[src/sv/psc_pkg.sv]
`timescale 1ns / 1ps
package psc_pkg;

    localparam int SAMPLE_BITS     = 16;
    localparam int PORT_BITS       = 16;
    localparam int THRESH_BITS     = 16;
    localparam int SUM_BITS        = 40;
    localparam int TOTAL_BITS      = SAMPLE_BITS + 2;
    localparam int ITEM_FIFO_DEPTH = 2;
    localparam int ITEM_PTR_BITS   = $clog2(ITEM_FIFO_DEPTH);
    localparam int ITEM_CNT_BITS   = ITEM_PTR_BITS + 1;
    localparam logic [THRESH_BITS-1:0] THRESH_RESET = THRESH_BITS'(249);

    typedef logic [SAMPLE_BITS-1:0] t_sample;
    typedef logic [TOTAL_BITS-1:0]  t_total;
    typedef logic [SUM_BITS-1:0]    t_sum;
    typedef logic [PORT_BITS-1:0]   t_port;

    // classified pixel, front to back
    typedef struct packed {
        t_sample blue;
        t_sample green;
        t_sample red;
        t_sample top;
        t_total  total;
        logic    unsat;
        logic    last;
    } t_item;

    typedef struct packed {
        logic  unsaturated;
        logic  stats_valid;
        t_sum  sum_blue;
        t_sum  sum_green;
        t_sum  sum_red;
        t_port bright_blue;
        t_port bright_green;
        t_port bright_red;
        t_port peak_value;
    } t_result;

endpackage

[src/sv/psc_front.sv]
`timescale 1ns / 1ps
module psc_front
    import psc_pkg::*;
(
    input  logic [PORT_BITS-1:0]   i_blue,
    input  logic [PORT_BITS-1:0]   i_green,
    input  logic [PORT_BITS-1:0]   i_red,
    input  logic                   i_frame_end,
    input  logic [THRESH_BITS-1:0] i_threshold,
    output t_item                  o_item
);

    t_sample b, g, r, top_bg, top;

    always_comb begin
        // bits above the sample width are dropped
        b      = i_blue[SAMPLE_BITS-1:0];
        g      = i_green[SAMPLE_BITS-1:0];
        r      = i_red[SAMPLE_BITS-1:0];
        top_bg = (g > b) ? g : b;
        top    = (r > top_bg) ? r : top_bg;

        o_item.blue  = b;
        o_item.green = g;
        o_item.red   = r;
        o_item.top   = top;
        o_item.total = TOTAL_BITS'(b) + TOTAL_BITS'(g) + TOTAL_BITS'(r);
        o_item.unsat = THRESH_BITS'(top) < i_threshold;
        o_item.last  = i_frame_end;
    end

endmodule

[src/sv/psc_item_fifo.sv]
`timescale 1ns / 1ps
module psc_item_fifo
    import psc_pkg::*;
(
    input  logic  i_clk,
    input  logic  i_rst_n,
    input  logic  i_wr,
    input  t_item i_wr_item,
    output logic  o_full,
    input  logic  i_rd,
    output t_item o_rd_item,
    output logic  o_empty
);

    t_item                    r_mem [ITEM_FIFO_DEPTH];
    logic [ITEM_PTR_BITS-1:0] r_wptr, r_rptr;
    logic [ITEM_CNT_BITS-1:0] r_count;
    logic                     wr_en, rd_en;

    assign o_full    = (r_count == ITEM_CNT_BITS'(ITEM_FIFO_DEPTH));
    assign o_empty   = (r_count == '0);
    assign wr_en     = i_wr && !o_full;
    assign rd_en     = i_rd && !o_empty;
    assign o_rd_item = r_mem[r_rptr];

    always_ff @(posedge i_clk) begin
        if (!i_rst_n) begin
            r_wptr  <= '0;
            r_rptr  <= '0;
            r_count <= '0;
        end else begin
            if (wr_en) begin
                r_wptr <= r_wptr + 1'b1;
            end
            if (rd_en) begin
                r_rptr <= r_rptr + 1'b1;
            end
            case ({wr_en, rd_en})
                2'b10:   r_count <= r_count + 1'b1;
                2'b01:   r_count <= r_count - 1'b1;
                default: r_count <= r_count;
            endcase
        end
    end

    always_ff @(posedge i_clk) begin
        if (wr_en) begin
            r_mem[r_wptr] <= i_wr_item;
        end
    end

endmodule

[src/sv/psc_back.sv]
`timescale 1ns / 1ps
module psc_back
    import psc_pkg::*;
(
    input  logic    i_clk,
    input  logic    i_rst_n,
    input  logic    i_item_avail,
    input  t_item   i_item,
    output logic    o_item_take,
    input  logic    i_pop,
    output logic    o_empty,
    output t_result o_result
);

    t_sum    r_acc_blue, r_acc_green, r_acc_red;
    t_sum    n_acc_blue, n_acc_green, n_acc_red;
    t_total  r_best_sum, n_best_sum;
    t_sample r_best_blue, r_best_green, r_best_red;
    t_sample n_best_blue, n_best_green, n_best_red;
    t_sample r_peak, n_peak;
    logic    r_out_valid;
    t_result r_out, n_out;
    logic    out_free;

    // output register frees up in the same cycle its word is popped
    assign out_free    = !r_out_valid || i_pop;
    assign o_item_take = i_item_avail && out_free;
    assign o_empty     = !r_out_valid;
    assign o_result    = r_out;

    always_comb begin
        n_acc_blue   = r_acc_blue;
        n_acc_green  = r_acc_green;
        n_acc_red    = r_acc_red;
        n_best_sum   = r_best_sum;
        n_best_blue  = r_best_blue;
        n_best_green = r_best_green;
        n_best_red   = r_best_red;
        n_peak       = (i_item.top > r_peak) ? i_item.top : r_peak;
        if (i_item.unsat) begin
            n_acc_blue  = r_acc_blue + SUM_BITS'(i_item.blue);
            n_acc_green = r_acc_green + SUM_BITS'(i_item.green);
            n_acc_red   = r_acc_red + SUM_BITS'(i_item.red);
            // ties keep the earlier pixel
            if (i_item.total > r_best_sum) begin
                n_best_sum   = i_item.total;
                n_best_blue  = i_item.blue;
                n_best_green = i_item.green;
                n_best_red   = i_item.red;
            end
        end

        n_out             = '0;
        n_out.unsaturated = i_item.unsat;
        if (i_item.last) begin
            n_out.stats_valid  = 1'b1;
            n_out.sum_blue     = n_acc_blue;
            n_out.sum_green    = n_acc_green;
            n_out.sum_red      = n_acc_red;
            n_out.bright_blue  = PORT_BITS'(n_best_blue);
            n_out.bright_green = PORT_BITS'(n_best_green);
            n_out.bright_red   = PORT_BITS'(n_best_red);
            n_out.peak_value   = PORT_BITS'(n_peak);
        end
    end

    always_ff @(posedge i_clk) begin
        if (!i_rst_n) begin
            r_acc_blue   <= '0;
            r_acc_green  <= '0;
            r_acc_red    <= '0;
            r_best_sum   <= '0;
            r_best_blue  <= '0;
            r_best_green <= '0;
            r_best_red   <= '0;
            r_peak       <= '0;
            r_out_valid  <= 1'b0;
        end else begin
            if (o_item_take) begin
                if (i_item.last) begin
                    // frame done, start the next one clean
                    r_acc_blue   <= '0;
                    r_acc_green  <= '0;
                    r_acc_red    <= '0;
                    r_best_sum   <= '0;
                    r_best_blue  <= '0;
                    r_best_green <= '0;
                    r_best_red   <= '0;
                    r_peak       <= '0;
                end else begin
                    r_acc_blue   <= n_acc_blue;
                    r_acc_green  <= n_acc_green;
                    r_acc_red    <= n_acc_red;
                    r_best_sum   <= n_best_sum;
                    r_best_blue  <= n_best_blue;
                    r_best_green <= n_best_green;
                    r_best_red   <= n_best_red;
                    r_peak       <= n_peak;
                end
                r_out_valid <= 1'b1;
            end else if (i_pop) begin
                r_out_valid <= 1'b0;
            end
        end
    end

    always_ff @(posedge i_clk) begin
        if (o_item_take) begin
            r_out <= n_out;
        end
    end

endmodule

[src/sv/pixel_saturation_and_color_stats.sv]
`timescale 1ns / 1ps
// One BGR pixel per clock in unless full, one word per pixel out, in order. A
// pushed pixel passes the item queue, then the output register, before it shows
// up on the result ports; with pop held high the block sustains one pixel per
// cycle, set by the single accumulate step of the back end. A two-word queue after
// the classifier absorbs short result stalls; with pixels streaming every cycle it
// already holds one word, so full can rise when the output word is not popped. The
// word of the frame_end pixel carries the frame sums, brightest unsaturated pixel
// and peak channel, and the frame state clears behind it. The threshold register
// is always ready and must be written only while no pixel is in flight.
module pixel_saturation_and_color_stats
    import psc_pkg::*;
(
    input  logic                   i_clk,
    input  logic                   i_rst_n,
    input  logic                   i_cfg_valid,
    output logic                   o_cfg_ready,
    input  logic [THRESH_BITS-1:0] i_cfg_data,
    input  logic                   push,
    output logic                   full,
    input  logic [PORT_BITS-1:0]   i_blue,
    input  logic [PORT_BITS-1:0]   i_green,
    input  logic [PORT_BITS-1:0]   i_red,
    input  logic                   i_frame_end,
    output logic                   empty,
    input  logic                   pop,
    output logic                   o_unsaturated,
    output logic                   o_stats_valid,
    output logic [SUM_BITS-1:0]    o_sum_blue,
    output logic [SUM_BITS-1:0]    o_sum_green,
    output logic [SUM_BITS-1:0]    o_sum_red,
    output logic [PORT_BITS-1:0]   o_bright_blue,
    output logic [PORT_BITS-1:0]   o_bright_green,
    output logic [PORT_BITS-1:0]   o_bright_red,
    output logic [PORT_BITS-1:0]   o_peak_value
);

    logic [THRESH_BITS-1:0] r_threshold;
    t_item                  front_item, q_item;
    logic                   q_empty, q_take;
    t_result                result;

    assign o_cfg_ready = 1'b1;

    always_ff @(posedge i_clk) begin
        if (!i_rst_n) begin
            r_threshold <= THRESH_RESET;
        end else if (i_cfg_valid) begin
            r_threshold <= i_cfg_data;
        end
    end

    psc_front u_front (
        .i_blue      (i_blue),
        .i_green     (i_green),
        .i_red       (i_red),
        .i_frame_end (i_frame_end),
        .i_threshold (r_threshold),
        .o_item      (front_item)
    );

    psc_item_fifo u_queue (
        .i_clk     (i_clk),
        .i_rst_n   (i_rst_n),
        .i_wr      (push),
        .i_wr_item (front_item),
        .o_full    (full),
        .i_rd      (q_take),
        .o_rd_item (q_item),
        .o_empty   (q_empty)
    );

    psc_back u_back (
        .i_clk        (i_clk),
        .i_rst_n      (i_rst_n),
        .i_item_avail (!q_empty),
        .i_item       (q_item),
        .o_item_take  (q_take),
        .i_pop        (pop),
        .o_empty      (empty),
        .o_result     (result)
    );

    assign o_unsaturated  = result.unsaturated;
    assign o_stats_valid  = result.stats_valid;
    assign o_sum_blue     = result.sum_blue;
    assign o_sum_green    = result.sum_green;
    assign o_sum_red      = result.sum_red;
    assign o_bright_blue  = result.bright_blue;
    assign o_bright_green = result.bright_green;
    assign o_bright_red   = result.bright_red;
    assign o_peak_value   = result.peak_value;

endmodule

[config.mk]
export PLATFORM = sky130hd
export DESIGN_NAME = pixel_saturation_and_color_stats
export DESIGN_NICKNAME = d
export VERILOG_FILES = /design/src/sv/psc_pkg.sv /design/src/sv/psc_front.sv /design/src/sv/psc_item_fifo.sv /design/src/sv/psc_back.sv /design/src/sv/pixel_saturation_and_color_stats.sv
export SDC_FILE = /design/constraint.sdc
export NUM_CORES = 1
export LEC_CHECK = 0
export BUFFER_PORTS_ARGS = -buffer_cell sky130_fd_sc_hd__buf_4
export CORE_ASPECT_RATIO = 1.1
export CORE_MARGIN = 8
export CORE_UTILIZATION = 35
export CTS_BUF_LIST = sky130_fd_sc_hd__clkbuf_8
export DETAILED_ROUTE_END_ITERATION = 7
export GPL_TIMING_DRIVEN = 0
export SYNTH_ARGS = -nofsm -noshare
export SYNTH_HDL_FRONTEND = slang
export SYNTH_SLANG_ARGS = --single-unit
[constraint.sdc]
create_clock -name i_clk -period 7.7 [get_ports i_clk]
set_input_delay 1.155 -clock i_clk [delete_from_list [all_inputs] [get_ports i_clk]]
set_output_delay 1.155 -clock i_clk [all_outputs]
set_load 0.02 [all_outputs]
==> reports/qor.yml <==
outcome:
  status: "complete, no violations"
critical_path:
  worstPathRequired_ns: 8.11
  worstRegToRegCells: 15
  critPathArrivalTime_ns: 7.38
  path_max_fanout: 10
  ff2ff_setup_slack_ns: 1.92
  cp-start-kind: "input port"
  endpoint_kind: "register"
  crit_type: "in -> reg"
grt:
  grt_util_all_layers_pct: 18.85
  grt_pass1_vias: 21470
  antenna_found_initial: 3
  grt_pass1_wl_mm: 131.1
  grt_max_degree: 111
  grt_overflow: 0
sta:
  grt_setup_unrepaired: "false"
  fin_crit_sh_pct: 90.47
  fin_tns_setup_ns: 0
  setup_viol: 0
  period_minus_slack_ns: 6.966
  max_freq_mhz: 143.5
  tightest_slew_ns: 1.287
  hold_viol: 0
  skew_ns: 0.04065
  holdWs_ns: 0.4618
  relSlewSlack_pct: 13.53
  slew_violations: 0
detailed_routing:
  drtIter0Drc: 1518
  wl_per_cell_um: 21.07
  m1WireLength_mm: 37.19
  wl_met2_mm: 42.05
  antenna_left: 0
  dr.pass1.iters: 5
  drc: 0
  top_layer: "met5"
  routed_wl_mm: 88.16
  dr_wl_met3_mm: 6.160
  vias: 22060
  vias_per_cell: 5.272
clock_network:
  post_cts_buffers: 0
  cts_buffers: 92
  cts_tree: "done"
  clk_latency_ns: 0.71
  ctsHoldBuffers: 0
  clockBufferDepth: 3
  root_buffer: "clkbuf_8"
  cts_sinks: 578
  path_clk_slew_ns: 0.06
  cts-resized-gates: 0
  htreeDepth: 3
min_path:
  min_path_cells: 1
  hold_class: "reg -> reg"
yosys:
  yosys-top-cells-count: "354 x edfxtp_1, 289 x nor2_1, 224 x dfxtp_1"
  yosysSeqAreaShare_pct: 52.96
  synth_mux_area_share_pct: 4.187
  synth.most_common_cell: "edfxtp_1"
  synth_top_family_by_area: "compound AO/OA/AOI/OAI gates"
  ys_ff_latch: 578
  synthXorXnorAreaFrac_pct: 4.235
  syn_area_um2: 28540
  netlist.area_leader.share_pct: 37.25
  synthArstFlopShare_pct: 0
  synthSimpleGateAreaFrac_pct: 11.23
  synth_compound_area_share_pct: 16.09
  ys.warnings.count: 0
  synth_fp_nets: 2922
  yosys.area.top_type: "edfxtp_1"
  synthAdderAreaFrac_pct: 7.453
  synth_flop_cell: "edfxtp_1"
  syn_area_per_cell_um2: 10.63
  synth_edf_count: 354
  yosysUniqueCellTypes: 71
  netlist_instances: 2685
  yosys-top-cells-area: "edfxtp_1 37%, dfxtp_1 16%, ha_1 7.1%"
floorplan:
  num_rows: 110
  start_util_pct: 35.09
  core-area_um2: 81340
  die-area_um2: 90950
  fp.dieW_um: 288.3
  io_pins: 259
  dieHeight_um: 315.5
finish:
  drive_gt1_share_pct: 14.40
  multi_input_area_um2: 12350
  seqCellArea_um2: 15110
  fillerInstances: 7902
  area_growth_pct: 18.29
  fin_cells: 4184
  final_nets: 3278
placed_design:
  globalplace.congestion: 0.9369
  portBuffers: 257
  hpwl_mm: 67.39
  dpl.cell_count: 4011
pwr:
  vdd_drop_max_mv: 0.2852
  p_per_area_nw_per_um2: 369.4
  p_leak_nw: 12.97
job:
  drv_cap: 0
-- state kept, by name, summed over array words and instances, names as in the netlist, named ones only --
register             cells
u_back.r_best_blue      16
u_back.r_out_valid       1
u_back.r_acc_green      40
u_queue.r_count          2
r_threshold             16
u_queue.r_rptr           1
u_queue.r_mem          168
u_back.r_best_red       16
u_back.r_best_green     16
u_back.r_acc_blue       40
u_back.r_best_sum       18
u_back.o_result        186
u_back.r_peak           16
u_queue.r_wptr           1
u_back.r_acc_red        40
-- cells by family (layout without fill, tap and decap cells) --
logic type / count (synthesis) / count (layout)
AO/OA/AOI/OAI: 695 / 695
XOR/XNOR: 138 / 138
adder cells (fa/ha/maj): 167 / 167
buffers and inverters: 289 / 723
flip-flops: 578 / 578
multiplexers: 115 / 115
other: 1 / 2
AND/OR/NAND/NOR: 702 / 702
-- critical path, stage by stage --
cell and delay [ns]:
buf_4 0.12, inv_1 0.06, ha_1 0.27, clkbuf_1 0.27, nand4_1 0.18, a2111o_1 0.40
a31oi_1 0.32, clkbuf_1 0.46, nor2_1 0.08, a21oi_1 0.47, ha_1 0.36, a21o_1 0.16
nand3_1 0.08, a21oi_1 0.07, a211oi_1 0.21, a22o_1 0.22, clkbuf_1 0.38, nor2_1 0.07
a21oi_1 0.35, ha_1 0.33, a21o_1 0.16, a21o_1 0.17, a21oi_1 0.19, and3_1 0.20
nand4bb_1 0.11, a311oi_1 0.54
-- placed cells by master, fill, tap and decap left out, types with 69 or more instances in the layout --
cell type    n
xnor2_1     80
nand2_1    167
buf_4      258
ha_1       162
mux2i_1     80
nor2_1     288
a211oi_1    69
dfxtp_1    224
edfxtp_1   354
clkbuf_8   101
clkbuf_1   118
inv_1      173
a21oi_1    201
o21ai_0    114
-- where the power goes --
group / switching, mW / internal [mW]
combinational: 3.53 / 1.73
sequential: 0.295 / 4.29
clock: 1.27 / 1.35
-- per-stage QoR --
stage               power [mW]  utilization [%]  cell area, µm²  setup WS [ns]
CTS                      12.59            41.50           33760         0.8002
floorplan                7.827                -           28540          1.744
global placement         9.948            39.10           31800        -0.9775
finish                   12.47            41.51           33760         0.7337
global route             13.18            41.51           33760         0.3225
detailed placement       9.930            39.28           31950        0.05300
-- routing by layer --
layer  track usage [%]  vias up
li1                  -    10590
met1             23.77    10610
met2             31.77      704
met3             3.794      155
met4             6.988        2
met5                 0        -
-- final cells by class --
class	instances	area share, %
diodes	1	0.007412
plain buffers	138	1.564
clock buffers	101	4.117
clock inverters	71	1.249
inverters	151	1.716
multi-input cells	1818	36.58
flip-flops and latches	578	44.77
well taps	1064	3.943
repair buffers	262	6.056
-- path summary, 6_finish.rpt --
path / start / to
setup reg to reg: register / u_back.o_result[134]$_SDFFCE_PN0P_
hold / removal: u_back.r_best_sum[9]$_SDFFE_PN0P_ / u_back.r_best_sum[9]$_SDFFE_PN0P_
hold reg to reg: u_back.r_best_sum[9]$_SDFFE_PN0P_ / u_back.r_best_sum[9]$_SDFFE_PN0P_
setup / recovery: i_blue[7] / u_queue.r_mem[0][1]$_DFFE_PP_
No activity file was read; power rests on OpenSTA's default activity.
